===== config.mk =====
export PLATFORM = sky130hd
export DESIGN_NAME = bresenham_thick_line_raster
export DESIGN_NICKNAME = d
export VERILOG_FILES = /design/src/sv/btlr_pkg.sv /design/src/sv/btlr_alu.sv /design/src/sv/bresenham_thick_line_raster.sv
export SDC_FILE = /design/constraint.sdc
export NUM_CORES = 1
export LEC_CHECK = 0
export ABC_AREA = 1
export BUFFER_PORTS_ARGS = -buffer_cell sky130_fd_sc_hd__buf_2
export CORE_AREA = 2 2 235 237
export DETAILED_ROUTE_END_ITERATION = 16
export DIE_AREA = 0 0 237 239
export PLACE_DENSITY = 0.5
export SLEW_MARGIN = 20
export SYNTH_ARGS = -nofsm -noshare
export SYNTH_HDL_FRONTEND = slang
export SYNTH_SLANG_ARGS = --single-unit

===== constraint.sdc =====
create_clock -name clk -period 6.35 [get_ports clk]
set_clock_uncertainty 0.2 [all_clocks]
set_input_delay 0.9525 -clock clk [delete_from_list [all_inputs] [get_ports clk]]
set_output_delay 0.9525 -clock clk [all_outputs]
set_load 0.005 [all_outputs]

===== src/sv/btlr_pkg.sv =====
// shared types and codes for the thick line rasteriser
package btlr_pkg;

  // request kinds carried on s_tuser
  localparam logic CMD_START = 1'b0;
  localparam logic CMD_STEP  = 1'b1;

  // configuration register indexes
  localparam logic REG_FRAME_WIDTH  = 1'b0;
  localparam logic REG_FRAME_HEIGHT = 1'b1;

  localparam logic [11:0] FRAME_WIDTH_RESET  = 12'd640;
  localparam logic [11:0] FRAME_HEIGHT_RESET = 12'd480;

  typedef enum logic {
    ALU_ADD,
    ALU_SUB
  } alu_op_t;

  typedef enum logic [3:0] {
    ST_IDLE,
    ST_SWAP,
    ST_DX,
    ST_DY,
    ST_ADY,
    ST_MAJ,
    ST_EMIT,
    ST_ERR_ADD,
    ST_ERR_CHK,
    ST_ERR_SUB,
    ST_MINOR,
    ST_MAJOR
  } state_t;

endpackage


===== src/sv/btlr_alu.sv =====
// shared add/subtract unit with sign flag
module btlr_alu import btlr_pkg::*; #(
  parameter int WIDTH = 16
) (
  input  alu_op_t          op,
  input  logic [WIDTH-1:0] a,
  input  logic [WIDTH-1:0] b,
  output logic [WIDTH-1:0] sum,
  output logic             negative
);

  assign sum      = (op == ALU_SUB) ? (a - b) : (a + b);
  assign negative = sum[WIDTH-1];

endmodule


===== src/sv/bresenham_thick_line_raster.sv =====
// top level of the thick line rasteriser: sequencer, line state and output register
// Usage
//   s_* channel takes requests: s_tuser = command (start or step), s_tdata = endpoints,
//   both colours and thickness. A start request loads a line and returns no pixel; a
//   step request returns line_thickness pixels, clamped to 1..min(MAX_THICKNESS, 16)
//   (centre first, then minor-axis offsets), or nothing when no line is active.
//   m_* channel gives one pixel per transfer; m_tlast marks the final pixel of a step,
//   m_tuser carries visibility and the line-done flag.
//   APB port: frame_width at 0x0, frame_height at 0x4 (12 bits), used for visibility.
// Timing
//   every value is formed by one shared adder/subtractor driven by the sequencer
//   start request: SWAP, DX, DY, ADY and MAJ run before s_tready rises again
//   step request: EMIT hands out the pixels; ERR_ADD, ERR_CHK, ERR_SUB, MINOR, MAJOR
//   update the error (ERR_SUB and MINOR only when the minor coordinate moves); the step
//   at the end point has no update; one pixel per cycle while m_tready stays high
// Reset and stalls
//   rst clears the sequencer, drops any line in progress and restores 640 x 480
//   a low m_tready freezes pixel generation; the pending pixel is held in the output
//   register, and a new request is taken while the last pixel of a step still waits
module bresenham_thick_line_raster import btlr_pkg::*; #(
  parameter int COORD_BITS    = 12,
  parameter int MAX_THICKNESS = 16,
  localparam int IN_W  = ((4 * COORD_BITS + 69 + 7) / 8) * 8,
  localparam int OUT_W = ((2 * COORD_BITS + 32 + 7) / 8) * 8
) (
  input  logic             clk,
  input  logic             rst,
  // request channel
  input  logic             s_tvalid,
  output logic             s_tready,
  // start_x, start_y, end_x, end_y, colour_a, colour_b, line_thickness, pad
  input  logic [IN_W-1:0]  s_tdata,
  // command
  input  logic             s_tuser,
  // pixel channel
  output logic             m_tvalid,
  input  logic             m_tready,
  // pixel_x, pixel_y, pixel_colour, pad
  output logic [OUT_W-1:0] m_tdata,
  // visible, line_done
  output logic [1:0]       m_tuser,
  output logic             m_tlast,
  // configuration
  input  logic             psel,
  input  logic             penable,
  input  logic             pwrite,
  input  logic [2:0]       paddr,
  input  logic [31:0]      pwdata,
  output logic [31:0]      prdata,
  output logic             pready
);

  localparam int C   = COORD_BITS;
  localparam int W   = COORD_BITS + 4;            // adder width, holds twice the error
  localparam int CAP = (MAX_THICKNESS < 16) ? MAX_THICKNESS : 16;
  localparam int TW  = $clog2(CAP + 1);
  localparam int OFW = TW + 1;                    // signed minor offset
  localparam int VW  = (COORD_BITS > 12) ? COORD_BITS : 12;

  // configuration registers
  logic [11:0] frame_width;
  logic [11:0] frame_height;

  // sequencer
  state_t state, state_next;

  // captured start request
  logic [C-1:0] in_ax, in_ay, in_bx, in_by;
  logic [31:0]  in_ca, in_cb;
  logic         swap;
  logic         dy_neg;
  logic [W-1:0] dx;
  logic [W-1:0] dy;

  // line state
  logic          line_active;
  logic [C-1:0]  major_pos;
  logic [C-1:0]  minor_pos;
  logic [C-1:0]  major_end;
  logic [C:0]    major_delta;
  logic [C:0]    minor_delta;
  logic [W-1:0]  error_term;
  logic          y_is_major;
  logic          minor_step_negative;
  logic          major_step_negative;
  logic [31:0]   line_colour;
  logic [TW-1:0] stored_thickness;

  // pixel walk across the line
  logic [TW-1:0]  k;
  logic [OFW-1:0] off;
  logic [OFW-1:0] off_next;
  logic [OFW-1:0] step_up;

  // output register
  logic [C-1:0] px_q, py_q;
  logic [31:0]  col_q;
  logic         vis_q, last_q, done_q;

  // shared unit
  alu_op_t      alu_op;
  logic [W-1:0] alu_a, alu_b, alu_sum;
  logic         alu_neg;

  btlr_alu #(.WIDTH(W)) u_alu (
    .op       (alu_op),
    .a        (alu_a),
    .b        (alu_b),
    .sum      (alu_sum),
    .negative (alu_neg)
  );

  // request fields
  logic          accept;
  logic [4:0]    t_raw;
  logic [4:0]    t_nz;
  logic [TW-1:0] t_clamped;

  assign s_tready = (state == ST_IDLE);
  assign accept   = s_tvalid && s_tready;
  assign t_raw    = s_tdata[4*C+68:4*C+64];
  assign t_nz     = (t_raw == 5'd0) ? 5'd1 : t_raw;
  assign t_clamped = (t_nz > 5'(CAP)) ? TW'(CAP) : TW'(t_nz);

  // sign-extended operands
  logic [W-1:0] ax_w, ay_w, bx_w, by_w, minor_w, major_w, off_w;
  assign ax_w    = {{(W-C){in_ax[C-1]}}, in_ax};
  assign ay_w    = {{(W-C){in_ay[C-1]}}, in_ay};
  assign bx_w    = {{(W-C){in_bx[C-1]}}, in_bx};
  assign by_w    = {{(W-C){in_by[C-1]}}, in_by};
  assign minor_w = {{(W-C){minor_pos[C-1]}}, minor_pos};
  assign major_w = {{(W-C){major_pos[C-1]}}, major_pos};
  assign off_w   = {{(W-OFW){off[OFW-1]}}, off};

  // step bookkeeping
  logic [TW-1:0] up;
  logic          last_px;
  logic          done_now;
  logic          out_free;

  assign up       = stored_thickness >> 1;           // offsets on the minor step side
  assign last_px  = (k == (stored_thickness - TW'(1)));
  assign done_now = (major_pos == major_end);
  assign out_free = !m_tvalid || m_tready;

  // +1 in the minor step direction, then the far side
  assign step_up = minor_step_negative ? {OFW{1'b1}} : OFW'(1);
  always_comb begin
    if (k < up) begin
      off_next = off + step_up;
    end else if (k == up) begin
      off_next = OFW'(0) - step_up;
    end else begin
      off_next = off - step_up;
    end
  end

  // pixel under construction
  logic [C-1:0] mn;
  logic [C-1:0] px, py;
  logic         vis;
  assign mn  = alu_sum[C-1:0];                      // wraps within the coordinate width
  assign px  = y_is_major ? mn : major_pos;
  assign py  = y_is_major ? major_pos : mn;
  assign vis = !px[C-1] && !py[C-1] &&
               (VW'(px) < VW'(frame_width)) && (VW'(py) < VW'(frame_height));

  // next state
  always_comb begin
    state_next = state;
    case (state)
      ST_IDLE: begin
        if (accept) begin
          if (s_tuser == CMD_START) begin
            state_next = ST_SWAP;
          end else if (line_active) begin
            state_next = ST_EMIT;
          end
        end
      end
      ST_SWAP:    state_next = ST_DX;
      ST_DX:      state_next = ST_DY;
      ST_DY:      state_next = ST_ADY;
      ST_ADY:     state_next = ST_MAJ;
      ST_MAJ:     state_next = ST_IDLE;
      ST_EMIT: begin
        if (out_free && last_px) begin
          state_next = done_now ? ST_IDLE : ST_ERR_ADD;
        end
      end
      ST_ERR_ADD: state_next = ST_ERR_CHK;
      ST_ERR_CHK: state_next = alu_neg ? ST_MAJOR : ST_ERR_SUB;
      ST_ERR_SUB: state_next = ST_MINOR;
      ST_MINOR:   state_next = ST_MAJOR;
      ST_MAJOR:   state_next = ST_IDLE;
      default:    state_next = ST_IDLE;
    endcase
  end

  // operand selection for the shared unit
  always_comb begin
    alu_op = ALU_ADD;
    alu_a  = '0;
    alu_b  = '0;
    case (state)
      ST_SWAP: begin
        alu_op = ALU_SUB;
        alu_a  = bx_w;
        alu_b  = ax_w;
      end
      ST_DX: begin
        alu_op = ALU_SUB;
        alu_a  = swap ? ax_w : bx_w;
        alu_b  = swap ? bx_w : ax_w;
      end
      ST_DY: begin
        alu_op = ALU_SUB;
        alu_a  = swap ? ay_w : by_w;
        alu_b  = swap ? by_w : ay_w;
      end
      ST_ADY: begin
        alu_op = ALU_SUB;
        alu_a  = '0;
        alu_b  = dy;
      end
      ST_MAJ: begin
        alu_op = ALU_SUB;
        alu_a  = dx;
        alu_b  = dy;
      end
      ST_EMIT: begin
        alu_a = minor_w;
        alu_b = off_w;
      end
      ST_ERR_ADD: begin
        alu_a = error_term;
        alu_b = W'(minor_delta);
      end
      ST_ERR_CHK: begin
        alu_op = ALU_SUB;
        alu_a  = {error_term[W-2:0], 1'b0};
        alu_b  = W'(major_delta);
      end
      ST_ERR_SUB: begin
        alu_op = ALU_SUB;
        alu_a  = error_term;
        alu_b  = W'(major_delta);
      end
      ST_MINOR: begin
        alu_a = minor_w;
        alu_b = minor_step_negative ? {W{1'b1}} : W'(1);
      end
      ST_MAJOR: begin
        alu_a = major_w;
        alu_b = major_step_negative ? {W{1'b1}} : W'(1);
      end
      default: begin
        alu_op = ALU_ADD;
      end
    endcase
  end

  // sequencer and line state
  always_ff @(posedge clk) begin
    if (rst) begin
      state               <= ST_IDLE;
      line_active         <= 1'b0;
      major_pos           <= '0;
      minor_pos           <= '0;
      major_end           <= '0;
      major_delta         <= '0;
      minor_delta         <= '0;
      error_term          <= '0;
      y_is_major          <= 1'b0;
      minor_step_negative <= 1'b0;
      major_step_negative <= 1'b0;
      line_colour         <= '0;
      stored_thickness    <= TW'(1);
      k                   <= '0;
      off                 <= '0;
    end else begin
      state <= state_next;
      case (state)
        ST_IDLE: begin
          if (accept) begin
            k   <= '0;
            off <= '0;
            if (s_tuser == CMD_START) begin
              stored_thickness <= t_clamped;
            end
          end
        end
        ST_MAJ: begin
          // alu_neg here means the y extent exceeds the x extent
          y_is_major  <= alu_neg;
          error_term  <= '0;
          line_active <= 1'b1;
          line_colour <= swap ? in_cb : in_ca;
          if (alu_neg) begin
            major_pos           <= swap ? in_by : in_ay;
            major_end           <= swap ? in_ay : in_by;
            major_step_negative <= dy_neg;
            minor_pos           <= swap ? in_bx : in_ax;
            minor_step_negative <= 1'b0;
            major_delta         <= dy[C:0];
            minor_delta         <= dx[C:0];
          end else begin
            major_pos           <= swap ? in_bx : in_ax;
            major_end           <= swap ? in_ax : in_bx;
            major_step_negative <= 1'b0;
            minor_pos           <= swap ? in_by : in_ay;
            minor_step_negative <= dy_neg;
            major_delta         <= dx[C:0];
            minor_delta         <= dy[C:0];
          end
        end
        ST_EMIT: begin
          if (out_free) begin
            k   <= k + TW'(1);
            off <= off_next;
            if (last_px && done_now) begin
              line_active <= 1'b0;
            end
          end
        end
        ST_ERR_ADD: error_term <= alu_sum;
        ST_ERR_SUB: error_term <= alu_sum;
        ST_MINOR:   minor_pos  <= alu_sum[C-1:0];
        ST_MAJOR:   major_pos  <= alu_sum[C-1:0];
        default: begin
        end
      endcase
    end
  end

  // start request capture and set-up results
  always_ff @(posedge clk) begin
    if (accept && (s_tuser == CMD_START)) begin
      in_ax <= s_tdata[C-1:0];
      in_ay <= s_tdata[2*C-1:C];
      in_bx <= s_tdata[3*C-1:2*C];
      in_by <= s_tdata[4*C-1:3*C];
      in_ca <= s_tdata[4*C+31:4*C];
      in_cb <= s_tdata[4*C+63:4*C+32];
    end
    case (state)
      ST_SWAP: swap <= alu_neg;                     // second endpoint has the smaller x
      ST_DX:   dx   <= alu_sum;
      ST_DY:   dy   <= alu_sum;
      ST_ADY: begin
        dy_neg <= dy[W-1];
        if (dy[W-1]) begin
          dy <= alu_sum;
        end
      end
      default: begin
      end
    endcase
  end

  // output register
  always_ff @(posedge clk) begin
    if (rst) begin
      m_tvalid <= 1'b0;
    end else if ((state == ST_EMIT) && out_free) begin
      m_tvalid <= 1'b1;
    end else if (m_tready) begin
      m_tvalid <= 1'b0;
    end
  end

  always_ff @(posedge clk) begin
    if ((state == ST_EMIT) && out_free) begin
      px_q   <= px;
      py_q   <= py;
      col_q  <= line_colour;
      vis_q  <= vis;
      last_q <= last_px;
      done_q <= done_now;
    end
  end

  assign m_tdata = OUT_W'({col_q, py_q, px_q});
  assign m_tuser = {done_q, vis_q};
  assign m_tlast = last_q;

  // configuration port
  logic cfg_write;
  assign cfg_write = psel && penable && pwrite && pready;
  assign pready    = 1'b1;

  always_ff @(posedge clk) begin
    if (rst) begin
      frame_width  <= FRAME_WIDTH_RESET;
      frame_height <= FRAME_HEIGHT_RESET;
    end else if (cfg_write) begin
      if (paddr[2] == REG_FRAME_WIDTH) begin
        frame_width <= pwdata[11:0];
      end else begin
        frame_height <= pwdata[11:0];
      end
    end
  end

  assign prdata = (paddr[2] == REG_FRAME_HEIGHT) ? {20'd0, frame_height}
                                                 : {20'd0, frame_width};

`ifndef SYNTH
  // pixels are only generated for a loaded line
  a_emit_needs_line: assert property (@(posedge clk) disable iff (rst)
    (state == ST_EMIT) |-> line_active)
    else $error("pixel generation without an active line");

  // the walk across the line never passes the stored thickness
  a_count_in_range: assert property (@(posedge clk) disable iff (rst)
    (state == ST_EMIT) |-> (k < stored_thickness))
    else $error("pixel count beyond thickness");

  // a start request has the line loaded after the set-up sequence
  a_start_loads: assert property (@(posedge clk) disable iff (rst)
    (accept && (s_tuser == CMD_START)) |-> ##6 (line_active && s_tready))
    else $error("start request did not load a line");

  // the end-point step ends the line without an error update
  a_done_clears: assert property (@(posedge clk) disable iff (rst)
    ((state == ST_EMIT) && out_free && last_px && done_now) |=>
      (!line_active && (state == ST_IDLE)))
    else $error("line still active after its final step");
`endif

endmodule

==> out/results.env, run 1 <==
MAX_FREQ_MHz=173.2
N_ANTENNA_CELL=0
LAYOUT_COMMONEST_CELL='sky130_fd_sc_hd__nand2_1'
PRE_CTS_SETUP_SLACK_NS=0.4875
MAXCAPVIOLCOUNT=0
CHIPHEIGHT_UM=239
H-TREE-DEPTH=2
DRCVIOLATIONCOUNT=0
DIE_WIDTH_UM=237
POST_SYNTH.CELL_AREA_AVG_UM2=8.379
GLOBALROUTETOTALUTIL_PCT=19.75
DETAIL_ROUTE.VIAS_PER_CELL=4.937
SETUP.WORST_PATH.END_CLASS='flip-flop'
POWER_CONSUMPTION_W=0.009266
YS.WARNINGS.COUNT=0
SETUP_SLACK_NS=0.5773
POST_SYNTH_NUM_CELL_TYPES=52
FLOORPLAN.ROWS=86
NUMBER_OF_ENABLE_FLIP_FLOP_CELLS_AFTER_SYNTHESIS=205
POST-ROUTE-PERIOD-UTIL_PCT=90.91
POST_LAYOUT_NONFILLER_INSTANCES=3132
MAX-SLEW-MARGIN-REL_PCT=34.34
SETUP_REPAIR_AFTER_GLOBAL_ROUTING_MISSED_ITS_MARGIN='false'
FINALSETUPTNS_NS=0
WORSTSETUPPATHTYPE='flip-flop to flip-flop'
GRT_ANTENNA_BEFORE_REPAIR=5
GRT_FIRST_PASS_WIRELENGTH_UM=85850
SYNTH-ASYNC-RESET-RATIO_PCT=0
FP.DIEAREA_UM2=56640
OVERFLOW=0
CELL_TOTAL_AFTER_PLACEMENT=3055
GRT_START_MAX_NET_PINS=127
PLACE_CONGESTION=0.9122
FIRSTDRTPASSITERS=5
WORST-PATH-MAX-FANOUT=9
VDD_IR_DROP_MAX_V=0.0003356
TRITONCTS='built'
DOMINANTREGCELLSYNTH='sky130_fd_sc_hd__edfxtp_1'
POST_SYNTH_INST_COUNT=2178
ROUTED_WIRE_LENGTH_ON_MET3_UM=3780
CTS_SINKS=364
WL_MET1_UM=24920
FLOORPLAN.INITIALDENSITY_PCT=33.58
LAYOUT.CELLS.MOST_COMMON_LIST='537 x sky130_fd_sc_hd__nand2_1, 248 x sky130_fd_sc_hd__inv_1, 209 x sky130_fd_sc_hd__buf_2'
SYNTHTOLAYOUTAREAGROWTH_PCT=18.31
POWERDENSITY_nW_PER_UM2=429.2
SHARE_OF_THE_CORE_FILLED_WITH_CELLS_PCT=39.73
FINALWORSTPATHREQUIREDPERIOD_NS=5.773
ROUTED_WL_UM=56830
DRT.ANTENNA.VIOLATING_NETS=0
DRIVE_ABOVE_1_SHARE_PCT=15.53
CTS-HOLD-FIX-BUFFERS=0
WORSTMARGINPINSLEW_NS=0.9847
ROUTEDWLPERCELL_UM=18.15
FINALMAXSLEWVIOLATIONS=0
SYNTHESIS.AREA_UM2=18250
CLOCK_ROOT_CELL='sky130_fd_sc_hd__clkbuf_16'
YOSYS_REGISTER_BITS=364
DR.FIRST_ITER.DRC_COUNT=1091
RUN_STATUS='finished, final reports clean'
WORST_EP_ARRIVAL_TIME_NS=5.95
POWER.LEAKAGE_nW=9.029
PIN_COUNT=257
YS_SEQ_AREA_SHARE_PCT=51.18
DP.FINAL_HPWL_UM=42550
WIRE_LENGTH_ON_MET2_UM=26330
CRITICAL_PATH.STARTPOINT_TYPE='flip-flop'
CTS-BUFFERS-INSERTED=41
HOLDCRITPATHCLASS='flip-flop to flip-flop'
VIAS=15460
PLACE.PORT_BUFFERS=210
CORE_AREA_UM2=54340
MAXUSEDROUTINGLAYER='met5'
SETUP_VIOL=0
VIAS_IN_THE_FIRST_GLOBAL_ROUTE=14560
FINALNETCOUNT=2615
WORST_SKEW_PAIR.LATE_LATENCY_NS=0.57
REQUIRED_NS=6.52
FINAL_NUMBER_OF_HOLD_VIOLATING_ENDPOINTS=0
CLK_PATH_BUF_DEPTH=3
CLOCK_PIN_SLEW_ON_THE_WORST_SETUP_AND_HOLD_PATHS_NS=0.06
per-stage QoR:
stage / hold WS [ns] / area, um^2
after floorplan: 0.2030 / 18320
after global placement: 0.2086 / 20190
after detailed placement: 0.2091 / 20190
after CTS: 0.2240 / 21570
after global routing: 0.2339 / 21590
final: 0.2219 / 21590
worst paths after layout:
kind	startpoint	end	slack, ns	depth (start not counted)
max	state[3]	vis_q	0.58	27
min	line_colour[8]	col_q[8]	0.22	0
max reg2reg	state[3]	vis_q	0.58	27
min reg2reg	line_colour[8]	col_q[8]	0.22	0
layout make-up:
class / instances / area [um^2]
Fill cell: 5510 / 32750
Sequential cell: 364 / 9339
Multi-Input combinational cell: 1453 / 7428
Timing Repair Buffer: 280 / 1604
Clock buffer: 60 / 1169
Inverter: 256 / 965.9
Tap cell: 704 / 880.8
Clock inverter: 15 / 203.9
Yosys cell counts, types with 5 or more instances:
cell type	instances	area (um^2)
sky130_fd_sc_hd__nand4_1	13	81.33
sky130_fd_sc_hd__buf_1	8	30.03
sky130_fd_sc_hd__buf_4	32	240.2
sky130_fd_sc_hd__ha_1	53	663.1
sky130_fd_sc_hd__a22oi_1	23	172.7
sky130_fd_sc_hd__a221oi_1	10	87.58
sky130_fd_sc_hd__xor2_1	27	236.5
sky130_fd_sc_hd__nor3_1	11	55.05
sky130_fd_sc_hd__nor2_2	9	56.30
sky130_fd_sc_hd__inv_1	249	934.7
sky130_fd_sc_hd__buf_2	19	95.09
sky130_fd_sc_hd__o211ai_1	6	45.04
sky130_fd_sc_hd__nand2_1	537	2016
sky130_fd_sc_hd__edfxtp_1	205	6156
sky130_fd_sc_hd__nand3_2	5	50.05
sky130_fd_sc_hd__o21ai_0	177	885.9
sky130_fd_sc_hd__xnor2_1	20	175.2
sky130_fd_sc_hd__clkbuf_1	64	240.2
sky130_fd_sc_hd__nor2_1	123	461.7
sky130_fd_sc_hd__a21oi_1	154	770.7
sky130_fd_sc_hd__inv_2	5	18.77
sky130_fd_sc_hd__nand3_1	169	845.8
sky130_fd_sc_hd__dfxtp_1	159	3183
sky130_fd_sc_hd__o22ai_1	9	56.30
sky130_fd_sc_hd__a31oi_1	36	225.2
metal layers:
metal | global-route usage, % | up-vias
met2 | 32.55 | 502
met3 | 3.949 | 91
li1 | - | 7684
met1 | 26.00 | 7177
met5 | 0 | -
met4 | 6.463 | 10
state kept, by name, summed over array words and instances (netlist names), 13 cells and up:
signal / flops
in_ca: 32
line_colour: 32
col_q: 32
dx: 16
major_delta: 13
minor_delta: 13
error_term: 16
in_cb: 32
dy: 16
kinds of logic (layout without fill, tap and decap cells):
| kind of cell | count (synthesis) | in the layout | synth area share (%) |
|---|---|---|---|
| and+or+nand+nor | 892 | 892 | 20.67 |
| AOI/OAI and AO/OA | 435 | 435 | 13.12 |
| adders and majority gates | 56 | 56 | 3.963 |
| buffers and inverters | 380 | 611 | 8.660 |
| xor gates and xnor gates | 47 | 47 | 2.256 |
| other | 2 | 21 | 0.04115 |
| DFF | 364 | 364 | 51.18 |
| muxes | 2 | 2 | 0.1097 |
worst max-delay path, stage by stage (launching register included):
cell	delay (ns)
sky130_fd_sc_hd__dfxtp_1	0.38
sky130_fd_sc_hd__nor2_1	0.66
sky130_fd_sc_hd__nand2_1	0.24
sky130_fd_sc_hd__buf_4	0.26
sky130_fd_sc_hd__nor2_1	0.23
sky130_fd_sc_hd__nor2_1	0.06
sky130_fd_sc_hd__nand3_1	0.14
sky130_fd_sc_hd__nor2_1	0.10
sky130_fd_sc_hd__nand2_1	0.06
sky130_fd_sc_hd__nand2_1	0.06
sky130_fd_sc_hd__xnor2_1	0.15
sky130_fd_sc_hd__inv_1	0.08
sky130_fd_sc_hd__ha_1	0.36
sky130_fd_sc_hd__nand2_1	0.07
sky130_fd_sc_hd__nor2_1	0.10
sky130_fd_sc_hd__nor2_1	0.07
sky130_fd_sc_hd__o21ai_0	0.31
sky130_fd_sc_hd__a21oi_1	0.14
sky130_fd_sc_hd__o21ai_0	0.30
sky130_fd_sc_hd__xnor2_1	0.20
sky130_fd_sc_hd__buf_4	0.20
sky130_fd_sc_hd__o21ai_0	0.12
sky130_fd_sc_hd__ha_1	0.38
sky130_fd_sc_hd__nand2_1	0.08
sky130_fd_sc_hd__nand3_1	0.08
sky130_fd_sc_hd__a21oi_1	0.13
sky130_fd_sc_hd__o211ai_1	0.10
sky130_fd_sc_hd__nor4_1	0.32
timing repair:
item / in CTS / in global routing
resized for setup: 0 / 2
setup endpoints to repair: 0 / 65
hold endpoints to repair: 0 / 0
buffers inserted: 0 / 2
report_power, final:
| part | internal, W | total, W | switching (W) |
|---|---|---|---|
| sequential | 0.00283 | 0.00290 | 0.0000654 |
| clock | 0.00141 | 0.00243 | 0.00101 |
| combinational | 0.00129 | 0.00394 | 0.00266 |
Power figures use the tool's default switching activity.
==> run 2: changes to the inputs <==
--- a/config.mk
+++ b/config.mk
@@ -10,7 +10,6 @@
 export CORE_AREA = 2 2 235 237
 export DETAILED_ROUTE_END_ITERATION = 16
 export DIE_AREA = 0 0 237 239
-export PLACE_DENSITY = 0.5
 export SLEW_MARGIN = 20
 export SYNTH_ARGS = -nofsm -noshare
 export SYNTH_HDL_FRONTEND = slang
==> run 2 against run 1 <==
Register-to-register slack improved by 0.06 ns. Non-clock buffer count decreased by 14. Global-route usage increased by 0.23 points. Die area unchanged. Critical path type unchanged.
==> out/results.env, run 2 (synthesis results as in run 1) <==
POWER.LEAKAGE_nW=9.030  # about the same
MULTIINPUTGATEAREA_UM2=7420  # -0.12%
MAX_FREQ_MHz=175.1  # +1.1%
CRITICAL_PATH.STARTPOINT_TYPE='flip-flop'
FIRSTDRTPASSITERS=6  # +1
FILL_CELLS=5389  # -2.2%
FP.DIEAREA_UM2=56640  # unchanged
SETUP_VIOL=0  # unchanged
GRT_FIRST_PASS_WIRELENGTH_UM=87180  # +1.6%
CLOCK_ROOT_CELL='sky130_fd_sc_hd__clkbuf_16'
DRT.ANTENNA.VIOLATING_NETS=0  # unchanged
OVERFLOW=0  # unchanged
WORST_EP_ARRIVAL_TIME_NS=5.99  # +0.04 ns
CLK_PATH_BUF_DEPTH=3  # unchanged
PLACE_CONGESTION=1.018  # +12%
HOLDCRITPATHCLASS='flip-flop to flip-flop'
PIN_COUNT=257  # unchanged
H-TREE-DEPTH=2  # unchanged
VIAS=15890  # +2.7%
CTS_REPAIR_RESIZE_COUNT=0  # unchanged
GRT.MET1_USAGE_PCT=25.19  # -0.81 points
FINALNETCOUNT=2602  # -0.50%
DIE_WIDTH_UM=237  # unchanged
FINALWORSTPATHREQUIREDPERIOD_NS=5.710  # -0.06275 ns
MAXCAPVIOLCOUNT=0  # unchanged
VDD_IR_DROP_MAX_V=0.0002693  # -20%
REQUIRED_NS=6.63  # +0.11 ns
POWERDENSITY_nW_PER_UM2=431.8  # +0.63%
RUN_STATUS='finished, final reports clean'
MAX-SLEW-MARGIN-REL_PCT=28.75  # -5.6 points
CTS_SINKS=364  # unchanged
FINISH.INSTANCE_AREA_UM2=21610  # about the same
CRITICAL_PATH_CELL_COUNT=27  # unchanged
CTS-BUFFERS-INSERTED=42  # +2.4%
SEQCELLAREA_UM2=9339  # unchanged
REG2REG_TO='major_delta[2]'
GLOBALROUTETOTALUTIL_PCT=19.98  # +0.23 points
CTS-HOLD-FIX-BUFFERS=0  # unchanged
WORST-PATH-MAX-FANOUT=15  # +6
SYNTHTOLAYOUTAREAGROWTH_PCT=18.42  # about the same
END_POINT_OF_THE_WORST_HOLD_PATH='col_q[13]'
FLOORPLAN.ROWS=86  # unchanged
WORST-R2R-CELL-COUNT=27  # unchanged
LAYOUT_COMMONEST_CELL='sky130_fd_sc_hd__nand2_1'
PLACE.PORT_BUFFERS=210  # unchanged
CRITICAL-PATH-MAX-STAGE-DELAY_NS=0.58  # -0.08 ns
MET2_USAGE_PCT=31.93  # -0.62 points
DRCVIOLATIONCOUNT=0  # unchanged
DRIVE_ABOVE_1_SHARE_PCT=15.49  # -0.041 points
SETUP_REPAIR_AFTER_GLOBAL_ROUTING_MISSED_ITS_MARGIN='false'
DETAIL_ROUTE.VIAS_PER_CELL=5.094  # +3.2%
SLOWEST_STAGE='sky130_fd_sc_hd__edfxtp_1'
RRSETUPSLACK_NS=0.64  # +0.06 ns
WORSTHOLDPATHCELLS=0  # unchanged
POST_CTS.REPAIR.SETUP_BUFFERS=0  # unchanged
CLOCK_PIN_SLEW_ON_THE_WORST_SETUP_AND_HOLD_PATHS_NS=0.06  # about the same
N_ANTENNA_CELL=0  # unchanged
SETUP.WORST_PATH.END_CLASS='flip-flop'
WORSTMARGINPINSLEW_NS=1.069  # +0.08388 ns
CP.BUFFERS_INVERTERS=5  # +2
GRT_ANTENNA_BEFORE_REPAIR=2  # -3
GRT_START_MAX_NET_PINS=97  # -24%
DP.FINAL_HPWL_UM=42200  # -0.81%
FINALSETUPTNS_NS=0  # unchanged
GRT_MET3_USE_PCT=4.861  # +0.91 points
TRITONCTS='built'
POSTPLACECELLAREA_UM2=20110  # -0.40%
WORST_SKEW_PAIR.LATE_LATENCY_NS=0.59  # +0.02 ns
VIAS_IN_THE_FIRST_GLOBAL_ROUTE=14950  # +2.7%
CPLARGESTDELAYFAMILY='simple AND/OR/NAND/NOR gates'
WORSTSETUPPATHTYPE='flip-flop to flip-flop'
LAYOUT.CELLS.MOST_COMMON_LIST='537 x sky130_fd_sc_hd__nand2_1, 248 x sky130_fd_sc_hd__inv_1, 209 x sky130_fd_sc_hd__buf_2'
POST-ROUTE-PERIOD-UTIL_PCT=89.92  # -0.99 points
STARTPOINT_OF_THE_LOWEST_SLACK_REGISTER_TO_REGISTER_PATH='swap'
ROUTEDWLPERCELL_UM=18.40  # +1.4%
CHIPHEIGHT_UM=239  # unchanged
FLOORPLAN.INITIALDENSITY_PCT=33.58  # unchanged
GLOBAL_ROUTE.PEAK_USAGE_LAYER='met2'
ROUTED_WL_UM=57390  # +0.98%
FINALMAXSLEWVIOLATIONS=0  # unchanged
CORE_AREA_UM2=54340  # unchanged
FINAL_NUMBER_OF_HOLD_VIOLATING_ENDPOINTS=0  # unchanged
HP-START='line_colour[13]'
DR.FIRST_ITER.DRC_COUNT=1407  # +29%
==> run 2: changes by cell type in the layout (fill, tap and decap cells not counted), moves of 3 or more <==
| cell | change |
|---|---|
| sky130_fd_sc_hd__buf_4 | -15 |
| sky130_fd_sc_hd__clkbuf_1 | -8 |
| sky130_fd_sc_hd__clkinv_2 | +8 |
| sky130_fd_sc_hd__bufinv_16 | +4 |
| sky130_fd_sc_hd__clkbuf_8 | -4 |
| sky130_fd_sc_hd__clkinv_1 | -4 |
| sky130_fd_sc_hd__clkinvlp_4 | +3 |
==> run 2: power by group <==
group          internal (W)  switching, W  total, W
combinational       0.00120       0.00262   0.00381
sequential          0.00283     0.0000743   0.00291
clock               0.00156       0.00105   0.00261
total               0.00559       0.00374   0.00933
==> run 2: layout make-up <==
cell class	instances	area share, %
Sequential cell	364	43.22
Multi-Input combinational cell	1453	34.33
Timing Repair Buffer	266	6.994
Clock buffer	49	5.130
Inverter	256	4.470
Tap cell	704	4.076
Clock inverter	27	1.778
==> run 2: layer usage <==
layer	routed length, um	part of all wire [%]	up-vias
met3	4979	8.7	146
met5	24	0.042	-
met1	23460	41	7378
li1	-	-	7666
met2	26020	45	693
met4	2907	5.1	4
==> run 2: how the worst max path moves through the flow <==
stage	startpoint	end
after floorplan	m_tready	k[4]
after global placement	swap	minor_pos[9]
after detailed placement	swap	major_end[3]
after CTS	swap	major_end[3]
after global routing	swap	major_end[3]
final	swap	major_delta[2]
==> run 2: stage by stage <==
step	power, W	utilization [%]	instances	hold slack, ns	setup slack (ns)
after floorplan	0.005322	-	2197	0.2030	1.298
after global placement	0.006635	37.02	3043	0.2081	0.7980
after detailed placement	0.006696	37.02	3043	0.2080	0.7407
after CTS	0.009332	39.76	3119	0.2225	0.7262
after global routing	0.009859	39.77	3119	0.2261	0.1979
final	0.009332	39.77	3119	0.2221	0.6400
